`src/rtl/dwsp_pkg.sv`:
```
// Shared types, constants and the control program of the wheel speed PID block.
package dwsp_pkg;

	// Field and datapath widths
	localparam int TGT_W    = 13;
	localparam int STEER_W  = 16;
	localparam int GAIN_W   = 24;
	localparam int COEF_W   = 23;
	localparam int MUL_W    = 25;
	localparam int PROD_W   = 2 * MUL_W;
	localparam int ACC_W    = PROD_W + 1;
	localparam int SET_W    = 29;
	localparam int DIFF_W   = 30;
	localparam int ERR_W    = 24;
	localparam int DERR_W   = ERR_W + 1;
	localparam int INTEG_W  = 24;
	localparam int DRIVE_W  = 20;
	localparam int DSUM_W   = ACC_W - 16 + 1;
	localparam int RAMP_W   = 16;
	localparam int DUTY_W   = 10;
	localparam int CFG_IDX_W = 3;
	localparam int CFG_DATA_W = 24;

	// Control constants
	localparam int BAND_OUTER = 120;
	localparam int BAND_INNER = 40;
	localparam int UNITY      = 65536;
	localparam int INTEG_LIM  = 1280000;
	localparam int DRIVE_LIM  = 256000;
	localparam int DUTY_LIM   = 990;
	localparam int RAMP_START = 12800;
	localparam int RAMP_FLOOR = 5120;
	localparam int RAMP_STEP  = 77;
	localparam int ERR_MAX    = 8388607;
	localparam int ERR_MIN    = -8388608;

	// Register reset values
	localparam int GAIN_P_RST = 393216;
	localparam int GAIN_I_RST = 20;
	localparam int GAIN_D_RST = 137626;
	localparam int CENTER_RST = 0;
	localparam int SLOPE_RST  = 138;
	localparam int CAP_RST    = 16056;

	// Register indexes
	localparam logic [CFG_IDX_W-1:0] REG_GAIN_P = 3'd0;
	localparam logic [CFG_IDX_W-1:0] REG_GAIN_I = 3'd1;
	localparam logic [CFG_IDX_W-1:0] REG_GAIN_D = 3'd2;
	localparam logic [CFG_IDX_W-1:0] REG_CENTER = 3'd3;
	localparam logic [CFG_IDX_W-1:0] REG_SLOPE  = 3'd4;
	localparam logic [CFG_IDX_W-1:0] REG_CAP    = 3'd5;

	// Program layout
	localparam int PROG_LEN = 21;
	localparam int STEP_W   = $clog2(PROG_LEN);
	typedef logic [STEP_W-1:0] step_t;

	localparam step_t STEP_WAIT   = STEP_W'(0);
	localparam step_t STEP_STEER  = STEP_W'(1);
	localparam step_t STEP_WHEEL0 = STEP_W'(6);
	localparam step_t STEP_WHEEL1 = STEP_W'(13);
	localparam step_t STEP_OUT    = STEP_W'(20);

	typedef enum logic [3:0] {
		OP_WAIT,
		OP_STEER,
		OP_COEF,
		OP_MDOWN,
		OP_MUP,
		OP_SUP,
		OP_ERR,
		OP_INTEG,
		OP_MULP,
		OP_MULI,
		OP_MULD,
		OP_ACC,
		OP_DRIVE,
		OP_OUT
	} op_t;

	typedef enum logic [2:0] {
		BR_NEXT,
		BR_WAIT_IN,
		BR_IF_STOP,
		BR_OUT,
		BR_JUMP
	} br_t;

	typedef struct packed {
		op_t  op;
		logic wheel;
	} ctrl_t;

	typedef struct packed {
		ctrl_t ctrl;
		br_t   br;
		step_t tgt;
	} cw_t;

	typedef struct packed {
		logic [GAIN_W-1:0]  gain_p;
		logic [GAIN_W-1:0]  gain_i;
		logic [GAIN_W-1:0]  gain_d;
		logic [STEER_W-1:0] steer_center;
		logic [STEER_W-1:0] diff_slope;
		logic [STEER_W-1:0] diff_cap;
	} cfg_t;

	typedef struct packed {
		logic signed [TGT_W-1:0] target_speed;
		logic [STEER_W-1:0]      steer_duty;
		logic signed [TGT_W-1:0] left_measured;
		logic signed [TGT_W-1:0] right_measured;
		logic                    stop_request;
	} item_t;

	typedef struct packed {
		logic [DUTY_W-1:0] left_forward;
		logic [DUTY_W-1:0] left_reverse;
		logic [DUTY_W-1:0] right_forward;
		logic [DUTY_W-1:0] right_reverse;
	} duty_t;

	function automatic cw_t mk(input op_t op, input logic wheel, input br_t br,
		input step_t tgt);
		cw_t w;
		w.ctrl.op    = op;
		w.ctrl.wheel = wheel;
		w.br         = br;
		w.tgt        = tgt;
		return w;
	endfunction

	// Control store: one word per step
	function automatic cw_t rom_word(input step_t s);
		cw_t w;
		case (s)
			5'd0:    w = mk(OP_WAIT,  1'b0, BR_WAIT_IN, STEP_WAIT);
			5'd1:    w = mk(OP_STEER, 1'b0, BR_IF_STOP, STEP_WHEEL0);
			5'd2:    w = mk(OP_COEF,  1'b0, BR_NEXT,    STEP_WAIT);
			5'd3:    w = mk(OP_MDOWN, 1'b0, BR_NEXT,    STEP_WAIT);
			5'd4:    w = mk(OP_MUP,   1'b0, BR_NEXT,    STEP_WAIT);
			5'd5:    w = mk(OP_SUP,   1'b0, BR_NEXT,    STEP_WAIT);
			5'd6:    w = mk(OP_ERR,   1'b0, BR_NEXT,    STEP_WAIT);
			5'd7:    w = mk(OP_INTEG, 1'b0, BR_NEXT,    STEP_WAIT);
			5'd8:    w = mk(OP_MULP,  1'b0, BR_NEXT,    STEP_WAIT);
			5'd9:    w = mk(OP_MULI,  1'b0, BR_NEXT,    STEP_WAIT);
			5'd10:   w = mk(OP_MULD,  1'b0, BR_NEXT,    STEP_WAIT);
			5'd11:   w = mk(OP_ACC,   1'b0, BR_NEXT,    STEP_WAIT);
			5'd12:   w = mk(OP_DRIVE, 1'b0, BR_JUMP,    STEP_WHEEL1);
			5'd13:   w = mk(OP_ERR,   1'b1, BR_NEXT,    STEP_WAIT);
			5'd14:   w = mk(OP_INTEG, 1'b1, BR_NEXT,    STEP_WAIT);
			5'd15:   w = mk(OP_MULP,  1'b1, BR_NEXT,    STEP_WAIT);
			5'd16:   w = mk(OP_MULI,  1'b1, BR_NEXT,    STEP_WAIT);
			5'd17:   w = mk(OP_MULD,  1'b1, BR_NEXT,    STEP_WAIT);
			5'd18:   w = mk(OP_ACC,   1'b1, BR_NEXT,    STEP_WAIT);
			5'd19:   w = mk(OP_DRIVE, 1'b1, BR_JUMP,    STEP_OUT);
			5'd20:   w = mk(OP_OUT,   1'b0, BR_OUT,     STEP_WAIT);
			default: w = mk(OP_WAIT,  1'b0, BR_JUMP,    STEP_WAIT);
		endcase
		return w;
	endfunction

endpackage

```
`src/rtl/dwsp_datapath.sv`:
```
// Datapath of the wheel speed PID: shared multiplier, accumulator and wheel state.
module dwsp_datapath import dwsp_pkg::*; (
	input  logic  clk,
	input  logic  arst_n,
	input  ctrl_t ctrl,
	input  cfg_t  cfg,
	input  item_t item,
	output duty_t duty
);

	logic signed [STEER_W:0]   off;
	logic                      off_neg;
	logic [STEER_W-1:0]        mag;
	logic [COEF_W-1:0]         coef_nx;
	logic signed [MUL_W-1:0]   fac_dn;
	logic signed [MUL_W-1:0]   fac_up;
	logic signed [MUL_W-1:0]   mul_a;
	logic signed [MUL_W-1:0]   mul_b;
	logic signed [PROD_W-1:0]  mul_p;
	logic [RAMP_W-1:0]         ramp_nx;
	logic signed [SET_W-1:0]   set_sel;
	logic signed [TGT_W-1:0]   meas_sel;
	logic signed [DIFF_W-1:0]  diff;
	logic signed [ERR_W-1:0]   err_nx;
	logic signed [DERR_W-1:0]  isum;
	logic signed [DSUM_W-1:0]  dsum;
	logic signed [ACC_W-1:0]   acc_add;

	logic [COEF_W-1:0]         coef_q;
	logic signed [PROD_W-1:0]  prod_q;
	logic signed [ACC_W-1:0]   acc_q;
	logic signed [SET_W-1:0]   down_q;
	logic signed [SET_W-1:0]   up_q;
	logic signed [ERR_W-1:0]   err_q;
	logic signed [DERR_W-1:0]  derr_q;
	logic [RAMP_W-1:0]         ramp_q;
	logic signed [ERR_W-1:0]   prev_q  [2];
	logic signed [INTEG_W-1:0] integ_q [2];
	logic signed [DRIVE_W-1:0] drive_q [2];

	// Steering offset and differential coefficient
	always_comb begin
		off     = $signed({1'b0, item.steer_duty}) - $signed({1'b0, cfg.steer_center});
		off_neg = off[STEER_W];
		mag     = off_neg ? STEER_W'(-off) : STEER_W'(off);
		if (mag > STEER_W'(BAND_OUTER))
			coef_nx = COEF_W'(cfg.diff_cap);
		else if (mag < STEER_W'(BAND_INNER))
			coef_nx = '0;
		else
			coef_nx = prod_q[COEF_W-1:0];
		fac_dn  = MUL_W'(UNITY) - $signed({2'b0, coef_q});
		fac_up  = MUL_W'(UNITY) + $signed({2'b0, coef_q});
		ramp_nx = (ramp_q < RAMP_W'(RAMP_FLOOR)) ? '0 : ramp_q - RAMP_W'(RAMP_STEP);
	end

	// Shared multiplier operand select
	always_comb begin
		case (ctrl.op)
			OP_STEER: begin
				mul_a = $signed({18'b0, mag[6:0]});
				mul_b = $signed({9'b0, cfg.diff_slope});
			end
			OP_MDOWN: begin
				mul_a = MUL_W'(item.target_speed);
				mul_b = fac_dn;
			end
			OP_MUP: begin
				mul_a = MUL_W'(item.target_speed);
				mul_b = fac_up;
			end
			OP_MULP: begin
				mul_a = MUL_W'(err_q);
				mul_b = $signed({1'b0, cfg.gain_p});
			end
			OP_MULI: begin
				mul_a = MUL_W'(integ_q[ctrl.wheel]);
				mul_b = $signed({1'b0, cfg.gain_i});
			end
			OP_MULD: begin
				mul_a = derr_q;
				mul_b = $signed({1'b0, cfg.gain_d});
			end
			default: begin
				mul_a = '0;
				mul_b = '0;
			end
		endcase
	end

	assign mul_p = PROD_W'(mul_a) * PROD_W'(mul_b);

	// Per-wheel error, integral and drive update
	always_comb begin
		if (ctrl.wheel == 1'b0) begin
			set_sel  = off_neg ? up_q : down_q;
			meas_sel = item.left_measured;
		end else begin
			set_sel  = off_neg ? down_q : up_q;
			meas_sel = item.right_measured;
		end
		diff = DIFF_W'(set_sel) - DIFF_W'($signed({meas_sel, 8'b0}));
		if (diff > DIFF_W'(ERR_MAX))
			err_nx = ERR_W'(ERR_MAX);
		else if (diff < DIFF_W'(ERR_MIN))
			err_nx = ERR_W'(ERR_MIN);
		else
			err_nx = ERR_W'(diff);
		isum    = DERR_W'(integ_q[ctrl.wheel]) + DERR_W'(err_q);
		acc_add = acc_q + ACC_W'(prod_q);
		dsum    = DSUM_W'(drive_q[ctrl.wheel]) + DSUM_W'(acc_q >>> 16);
	end

	always_ff @(posedge clk) begin
		case (ctrl.op)
			OP_STEER: begin
				prod_q <= mul_p;
				if (item.stop_request) begin
					down_q <= $signed({13'b0, ramp_nx});
					up_q   <= $signed({13'b0, ramp_nx});
				end
			end
			OP_COEF:  coef_q <= coef_nx;
			OP_MDOWN: prod_q <= mul_p;
			OP_MUP: begin
				down_q <= SET_W'(prod_q >>> 8);
				prod_q <= mul_p;
			end
			OP_SUP:   up_q <= SET_W'(prod_q >>> 8);
			OP_ERR:   err_q <= err_nx;
			OP_INTEG: derr_q <= DERR_W'(err_q) - DERR_W'(prev_q[ctrl.wheel]);
			OP_MULP:  prod_q <= mul_p;
			OP_MULI: begin
				acc_q  <= ACC_W'(prod_q);
				prod_q <= mul_p;
			end
			OP_MULD: begin
				acc_q  <= acc_add;
				prod_q <= mul_p;
			end
			OP_ACC:   acc_q <= acc_add;
			default: ;
		endcase
	end

	always_ff @(posedge clk or negedge arst_n) begin
		if (!arst_n) begin
			ramp_q     <= RAMP_W'(RAMP_START);
			prev_q[0]  <= '0;
			prev_q[1]  <= '0;
			integ_q[0] <= '0;
			integ_q[1] <= '0;
			drive_q[0] <= '0;
			drive_q[1] <= '0;
		end else begin
			case (ctrl.op)
				OP_STEER: begin
					if (item.stop_request)
						ramp_q <= ramp_nx;
				end
				OP_INTEG: begin
					prev_q[ctrl.wheel] <= err_q;
					if (isum > DERR_W'(INTEG_LIM))
						integ_q[ctrl.wheel] <= INTEG_W'(INTEG_LIM);
					else if (isum < -DERR_W'(INTEG_LIM))
						integ_q[ctrl.wheel] <= -INTEG_W'(INTEG_LIM);
					else
						integ_q[ctrl.wheel] <= INTEG_W'(isum);
				end
				OP_DRIVE: begin
					if (dsum > DSUM_W'(DRIVE_LIM))
						drive_q[ctrl.wheel] <= DRIVE_W'(DRIVE_LIM);
					else if (dsum < -DSUM_W'(DRIVE_LIM))
						drive_q[ctrl.wheel] <= -DRIVE_W'(DRIVE_LIM);
					else
						drive_q[ctrl.wheel] <= DRIVE_W'(dsum);
				end
				default: ;
			endcase
		end
	end

	// Truncate drive toward zero, clamp and split by direction
	logic [DRIVE_W-1:0] dmag [2];
	logic [DRIVE_W-9:0] dq   [2];
	logic [DUTY_W-1:0]  dc   [2];
	logic [DUTY_W-1:0]  fwd  [2];
	logic [DUTY_W-1:0]  rev  [2];

	always_comb begin
		for (int i = 0; i < 2; i++) begin
			dmag[i] = drive_q[i][DRIVE_W-1] ? DRIVE_W'(-drive_q[i]) : DRIVE_W'(drive_q[i]);
			dq[i]   = dmag[i][DRIVE_W-1:8];
			dc[i]   = (dq[i] > (DRIVE_W-8)'(DUTY_LIM)) ? DUTY_W'(DUTY_LIM) : DUTY_W'(dq[i]);
			fwd[i]  = drive_q[i][DRIVE_W-1] ? '0 : dc[i];
			rev[i]  = drive_q[i][DRIVE_W-1] ? dc[i] : '0;
		end
		duty.left_forward  = fwd[0];
		duty.left_reverse  = rev[0];
		duty.right_forward = fwd[1];
		duty.right_reverse = rev[1];
	end

	a_integ_lim: assert property (@(posedge clk) disable iff (!arst_n)
		integ_q[0] <= INTEG_W'(INTEG_LIM) && integ_q[0] >= -INTEG_W'(INTEG_LIM)
		&& integ_q[1] <= INTEG_W'(INTEG_LIM) && integ_q[1] >= -INTEG_W'(INTEG_LIM))
		else $error("integral beyond limit");

	a_drive_lim: assert property (@(posedge clk) disable iff (!arst_n)
		drive_q[0] <= DRIVE_W'(DRIVE_LIM) && drive_q[0] >= -DRIVE_W'(DRIVE_LIM)
		&& drive_q[1] <= DRIVE_W'(DRIVE_LIM) && drive_q[1] >= -DRIVE_W'(DRIVE_LIM))
		else $error("drive beyond limit");

	a_ramp: assert property (@(posedge clk) disable iff (!arst_n)
		ramp_q == '0 || ramp_q >= RAMP_W'(RAMP_FLOOR - RAMP_STEP))
		else $error("stop ramp left its range");

	a_ramp_move: assert property (@(posedge clk) disable iff (!arst_n)
		ramp_q != $past(ramp_q) |-> $past(ctrl.op) == OP_STEER && $past(item.stop_request))
		else $error("stop ramp moved outside a stop tick");

endmodule

```
`src/rtl/differential_wheel_speed_pid_top.sv`:
```
// An accepted word runs the steering step, then both wheels, then the output step;
// stop mode skips the coefficient and setpoint steps. One shared 25x25 multiplier,
// stepped by a 21-word microprogram, means a new word is taken only at the wait step.
// A new word is taken while the previous result still waits at the output.
// Reset clears wheel state and drives, loads the stop ramp with 50.0 and
// loads every register with its default; no clearing pass is needed.
module differential_wheel_speed_pid_top import dwsp_pkg::*; (
	input  logic                        clk,
	input  logic                        arst_n,
	input  logic                        in_valid,
	output logic                        in_stall,
	input  logic signed [TGT_W-1:0]     target_speed,
	input  logic [STEER_W-1:0]          steer_duty,
	input  logic signed [TGT_W-1:0]     left_measured,
	input  logic signed [TGT_W-1:0]     right_measured,
	input  logic                        stop_request,
	output logic                        out_valid,
	input  logic                        out_stall,
	output logic [DUTY_W-1:0]           left_forward_duty,
	output logic [DUTY_W-1:0]           left_reverse_duty,
	output logic [DUTY_W-1:0]           right_forward_duty,
	output logic [DUTY_W-1:0]           right_reverse_duty,
	input  logic                        cfg_valid,
	output logic                        cfg_ready,
	input  logic [CFG_IDX_W-1:0]        cfg_index,
	input  logic [CFG_DATA_W-1:0]       cfg_data
);

	step_t  step_q;
	step_t  step_nx;
	cw_t    cw;
	cfg_t   cfg_q;
	item_t  item_q;
	duty_t  duty_d;
	duty_t  duty_q;
	logic   out_valid_q;
	logic   in_accept;
	logic   out_blocked;
	logic   out_fire;

	assign cw          = rom_word(step_q);
	assign in_stall    = (cw.br != BR_WAIT_IN);
	assign in_accept   = in_valid && !in_stall;
	assign out_blocked = out_valid_q && out_stall;
	assign out_fire    = out_valid_q && !out_stall;
	assign cfg_ready   = 1'b1;

	// Sequencer next step
	always_comb begin
		case (cw.br)
			BR_NEXT:    step_nx = step_q + STEP_W'(1);
			BR_WAIT_IN: step_nx = in_accept ? step_q + STEP_W'(1) : step_q;
			BR_IF_STOP: step_nx = item_q.stop_request ? cw.tgt : step_q + STEP_W'(1);
			BR_OUT:     step_nx = out_blocked ? step_q : cw.tgt;
			BR_JUMP:    step_nx = cw.tgt;
			default:    step_nx = STEP_WAIT;
		endcase
	end

	always_ff @(posedge clk or negedge arst_n) begin
		if (!arst_n)
			step_q <= STEP_WAIT;
		else
			step_q <= step_nx;
	end

	// Capture the input word
	always_ff @(posedge clk) begin
		if (in_accept) begin
			item_q.target_speed   <= target_speed;
			item_q.steer_duty     <= steer_duty;
			item_q.left_measured  <= left_measured;
			item_q.right_measured <= right_measured;
			item_q.stop_request   <= stop_request;
		end
	end

	always_ff @(posedge clk or negedge arst_n) begin
		if (!arst_n) begin
			cfg_q.gain_p       <= GAIN_W'(GAIN_P_RST);
			cfg_q.gain_i       <= GAIN_W'(GAIN_I_RST);
			cfg_q.gain_d       <= GAIN_W'(GAIN_D_RST);
			cfg_q.steer_center <= STEER_W'(CENTER_RST);
			cfg_q.diff_slope   <= STEER_W'(SLOPE_RST);
			cfg_q.diff_cap     <= STEER_W'(CAP_RST);
		end else if (cfg_valid && cfg_ready) begin
			case (cfg_index)
				REG_GAIN_P: cfg_q.gain_p       <= cfg_data;
				REG_GAIN_I: cfg_q.gain_i       <= cfg_data;
				REG_GAIN_D: cfg_q.gain_d       <= cfg_data;
				REG_CENTER: cfg_q.steer_center <= cfg_data[STEER_W-1:0];
				REG_SLOPE:  cfg_q.diff_slope   <= cfg_data[STEER_W-1:0];
				REG_CAP:    cfg_q.diff_cap     <= cfg_data[STEER_W-1:0];
				default: ;
			endcase
		end
	end

	dwsp_datapath u_datapath (
		.clk    (clk),
		.arst_n (arst_n),
		.ctrl   (cw.ctrl),
		.cfg    (cfg_q),
		.item   (item_q),
		.duty   (duty_d)
	);

	// Output word register
	always_ff @(posedge clk or negedge arst_n) begin
		if (!arst_n)
			out_valid_q <= 1'b0;
		else if (cw.ctrl.op == OP_OUT && !out_blocked)
			out_valid_q <= 1'b1;
		else if (out_fire)
			out_valid_q <= 1'b0;
	end

	always_ff @(posedge clk) begin
		if (cw.ctrl.op == OP_OUT && !out_blocked)
			duty_q <= duty_d;
	end

	assign out_valid          = out_valid_q;
	assign left_forward_duty  = duty_q.left_forward;
	assign left_reverse_duty  = duty_q.left_reverse;
	assign right_forward_duty = duty_q.right_forward;
	assign right_reverse_duty = duty_q.right_reverse;

	a_step_range: assert property (@(posedge clk) disable iff (!arst_n)
		step_q < STEP_W'(PROG_LEN))
		else $error("step counter beyond program");

	a_accept_starts: assert property (@(posedge clk) disable iff (!arst_n)
		in_accept |=> step_q == STEP_STEER)
		else $error("accepted word did not start the program");

	a_out_from_prog: assert property (@(posedge clk) disable iff (!arst_n)
		$rose(out_valid_q) |-> $past(cw.ctrl.op) == OP_OUT)
		else $error("result raised outside the output step");

	a_one_dir: assert property (@(posedge clk) disable iff (!arst_n)
		out_valid_q |-> (duty_q.left_forward == '0 || duty_q.left_reverse == '0)
		&& (duty_q.right_forward == '0 || duty_q.right_reverse == '0))
		else $error("both directions driven");

	a_duty_lim: assert property (@(posedge clk) disable iff (!arst_n)
		out_valid_q |-> duty_q.left_forward <= DUTY_W'(DUTY_LIM)
		&& duty_q.left_reverse <= DUTY_W'(DUTY_LIM)
		&& duty_q.right_forward <= DUTY_W'(DUTY_LIM)
		&& duty_q.right_reverse <= DUTY_W'(DUTY_LIM))
		else $error("duty beyond limit");

endmodule
```
`config.mk`:
```
export PLATFORM = sky130hd
export DESIGN_NAME = differential_wheel_speed_pid_top
export DESIGN_NICKNAME = d
export VERILOG_FILES = /design/src/rtl/dwsp_pkg.sv /design/src/rtl/dwsp_datapath.sv /design/src/rtl/differential_wheel_speed_pid_top.sv
export SDC_FILE = /design/constraint.sdc
export NUM_CORES = 2
export LEC_CHECK = 0
export ABC_AREA = 1
export BUFFER_PORTS_ARGS = -buffer_cell sky130_fd_sc_hd__buf_2
export CAP_MARGIN = 20
export CORE_MARGIN = 1
export CORE_UTILIZATION = 25
export DETAILED_ROUTE_END_ITERATION = 6
export PLACE_DENSITY_LB_ADDON = 0.1
export SLEW_MARGIN = 20
export SYNTH_ARGS = -nofsm -noshare
export SYNTH_HDL_FRONTEND = slang
export SYNTH_SLANG_ARGS = --single-unit
```
`constraint.sdc`:
```
create_clock -name clk -period 14.05 [get_ports clk]
set_clock_uncertainty 0.05 [all_clocks]
set_input_delay 1.405 -clock clk [delete_from_list [all_inputs] [get_ports clk]]
set_output_delay 1.405 -clock clk [all_outputs]
set_load 0.1 [all_outputs]
```
==> metrics list <==
* Result of the run: complete, but fails checks
* Violations in the final reports: design-rule violations
* Total clock buffers created by CTS: 80
- TritonCTS built the clock tree.
- For this block, the routed nets add up to 227,000 um of wire.
- The die is 505 um wide.
- The worst register-to-register path ends at u_datapath.prod_q[47].
* Setup Viol. Count Final: 0
- Pin count of the biggest net entering global routing: 161
- Counting flops with a built-in enable in the synthesized netlist gives 327.
* Total half-perimeter wirelength after legalization and detailed placement: 179,000 um
- For hold timing, the worst endpoint is u_datapath.integ_q[0].
* Aggregate global-route resource usage: 17.7%
* Core area: 0.252 sq mm
- Port bufs: 129
* Clk sink count: 605
* Overall overflow remaining after global route: 0
* CTS Hold Bufs: 0
- Synth top area share: 21.0%
- Sort of element at the start of the critical path: flip-flop
- 131 I/O pins were placed.
- Post-synthesis net count: 9,125
* Syn Inst Count: 8,049
* Most used DFF post-synth: sky130_fd_sc_hd__edfxtp_1
- In this run the most critical hold path is launched from u_datapath.integ_q[0].
* Full die area: 0.255 sq mm
- For this run, the top clock speed supported by timing is 88.1 MHz.
- Number of cells on the worst hold path: 2
- Of all flip-flops after synthesis, the portion carrying an async set or reset was 46.0%.
* Die height: 505 um
- Number of levels in the clock H-tree: 3
- STA classifies the critical path endpoint as a flip-flop.
* Post-route minimum period: 11,350 ps
* Fin crit share: 80.8%
- Routed wire per std cell: 19.8 um
- Each instance of the synthesized netlist takes up on average 7.87 sq um.
- Slack of the worst reg-to-reg path: 2700 ps
- Sequential fraction of the synthesis area: 26.5%
* DRT antenna net count: 0
* Drt drc: 32
* Count of yosys warnings during synthesis: 0
- Clock slew seen by the registers of the worst setup and hold paths: 60 ps
- Detailed routing inserted a total of 52,196 vias.
- Routability-driven placement finished with a final weighted congestion of 0.867.
- Cell Area, Synth: 0.0633 sq mm
- In this run the worst path has a maximum fanout of 70.
- Number of antenna violations at the first check in global routing: 7
- Startpoint of the worst register-to-register path: step_q[1]
* Number of global-route vias before repair: 52,860
- The final count of hold timing violations is 0.
- Setup repair after global routing left no endpoint under its margin.
- In this design, the stage delay of the slowest critical-path cell is 1080 ps.
- The most common cell in the synthesized netlist is sky130_fd_sc_hd__nand2_1.
- Using the TritonRoute via totals, the vias-per-cell ratio works out to 4.55.
- Wire length of the first global-routing pass: 343,000 um
- In the final layout, the share of cells above drive strength 1 is 6.87%.
- At the end of the flow, the number of nets in the layout was 9,142.
- After synthesis, the cell types taking the most area are sky130_fd_sc_hd__fa_1 (21%), sky130_fd_sc_hd__edfxtp_1 (16%), sky130_fd_sc_hd__nand2_1 (13%).
- Synth top cells by count: sky130_fd_sc_hd__nand2_1 (2,253), sky130_fd_sc_hd__inv_1 (1,458), sky130_fd_sc_hd__fa_1 (664)
* Distinct cells, synth: 76
* Measured slew at the worst slew-check pin: 1140 ps
- Measured against its own limit, the worst slew margin works out to 23.7%.
- The initialized floorplan defines 184 standard-cell rows.
- STA puts the critical path data arrival time at 11,740 ps.
- The number of setup buffers added after CTS is 0.
- Of all cell types, the one taking the most synthesized area is sky130_fd_sc_hd__fa_1.
* Critical path class: reg -> reg
- For the worst setup path, the data required time is 14,440 ps.
- Iteration count of the initial detailed-routing pass: 7
- Synthesis inferred 605 register bits.
* Cell at the root of the clock tree: sky130_fd_sc_hd__clkbuf_16
- The initial utilization of the core area, before any placement, comes to 25.2%.
* Max Cap Violations: 0
- The count of pins over their slew limit is 0.
- Among all stages on the critical path, the largest delay is contributed by sky130_fd_sc_hd__fa_1.
- Gates resized during post-CTS repair numbered 0.
- Depth of the worst register-to-register path: 40
- Clock tree buffer depth: 3
- The detailed router finished its first iteration with 3,506 violations.
* Worst-Skew Late Latency: 710 ps
* Setup TNS Final: 0 ps
- Type of the most critical hold path: reg -> reg
- Growth of design area from synthesis to finish: 10.8%
==> critical path: cells and delay by family (launching register included) <==
| family | cells | cell delay, ps |
|---|---|---|
| fa+ha+maj | 9 | 5090 |
| buf+inv | 12 | 2490 |
| compound gates | 2 | 320 |
| simple gates | 16 | 2430 |
| flops | 1 | 510 |
| xor+xnor | 1 | 60 |
==> placed cells by master (no fill, tap or decap), types with 41 or more instances in the layout <==
cell type,instances
sky130_fd_sc_hd__nand2_1,2251
sky130_fd_sc_hd__inv_1,1458
sky130_fd_sc_hd__fa_1,664
sky130_fd_sc_hd__nor2_1,623
sky130_fd_sc_hd__o21ai_0,455
sky130_fd_sc_hd__edfxtp_1,327
sky130_fd_sc_hd__ha_1,324
sky130_fd_sc_hd__a21oi_1,269
sky130_fd_sc_hd__nand3_1,260
sky130_fd_sc_hd__dfrtp_1,251
sky130_fd_sc_hd__buf_2,128
sky130_fd_sc_hd__nand4_1,114
sky130_fd_sc_hd__xor2_1,111
sky130_fd_sc_hd__clkbuf_16,81
sky130_fd_sc_hd__xnor2_1,76
sky130_fd_sc_hd__inv_2,59
sky130_fd_sc_hd__buf_4,58
sky130_fd_sc_hd__nor3_1,47
sky130_fd_sc_hd__a31oi_1,44
sky130_fd_sc_hd__or2_2,44
sky130_fd_sc_hd__mux2i_1,41
==> cell families after synthesis <==
group | share of synthesized area (%)
compound gates | 8.54
xor+xnor | 2.65
fa+ha+maj | 27.4
buf+inv | 11.1
flops | 26.5
mux | 0.648
other cells | 0.00592
simple gates | 23.1
==> registers in the layout, summed over array words and instances (netlist names), 24 cells and up <==
signal and cells:
item_q 56, cfg_q 120, u_datapath.prev_q 48, u_datapath.err_q 24, u_datapath.prod_q 50, u_datapath.down_q 29
u_datapath.derr_q 25, u_datapath.up_q 29, u_datapath.integ_q 48, u_datapath.acc_q 51, u_datapath.drive_q 40
==> cell type report <==
type / count / area, sq um
multi-input combinational: 5662 / 39600
clock inverter: 40 / 517
clock buffer: 109 / 2180
inverter: 1526 / 5740
sequential: 605 / 16800
tap: 3348 / 4190
timing repair buffer: 191 / 1170
fill: 27473 / 181000
antenna: 2 / 5.00
==> metal layers <==
layer	global-route usage [%]	vias up	part of all wire, %
met5	0	-	0
met4	3.36	0	1.6
met3	1.64	157	3.7
met1	25.5	25922	49
li1	-	25103	-
met2	28.7	1014	46
==> per-stage QoR <==
step / utilization [%] / hold slack (ps) / instance area, sq um / worst slack (ps) / instances
final: 27.9 / 428 / 70200 / 2700 / 11483
after global routing: 27.9 / 443 / 70200 / 1800 / 11482
after CTS: 27.9 / 432 / 70100 / 2550 / 11478
after detailed placement: 26.8 / 416 / 67400 / 2590 / 11329
after global placement: 26.8 / 411 / 67400 / 2530 / 11329
after floorplan: - / 396 / 63300 / 5390 / 8049
==> worst max path at each step <==
stage,from,endpoint,slack [ps],cells past startpoint
global placement,step_q[1],u_datapath.prod_q[47],2530,40
global route,step_q[0],u_datapath.prod_q[47],1800,40
detailed placement,step_q[1],u_datapath.prod_q[47],2590,40
floorplan,step_q[1],u_datapath.prod_q[47],5390,40
finish,step_q[1],u_datapath.prod_q[47],2700,40
CTS,step_q[1],u_datapath.prod_q[47],2550,40
Power is not shown: default switching activity piles up to over one toggle a cycle in this logic, so the estimate is an artifact.
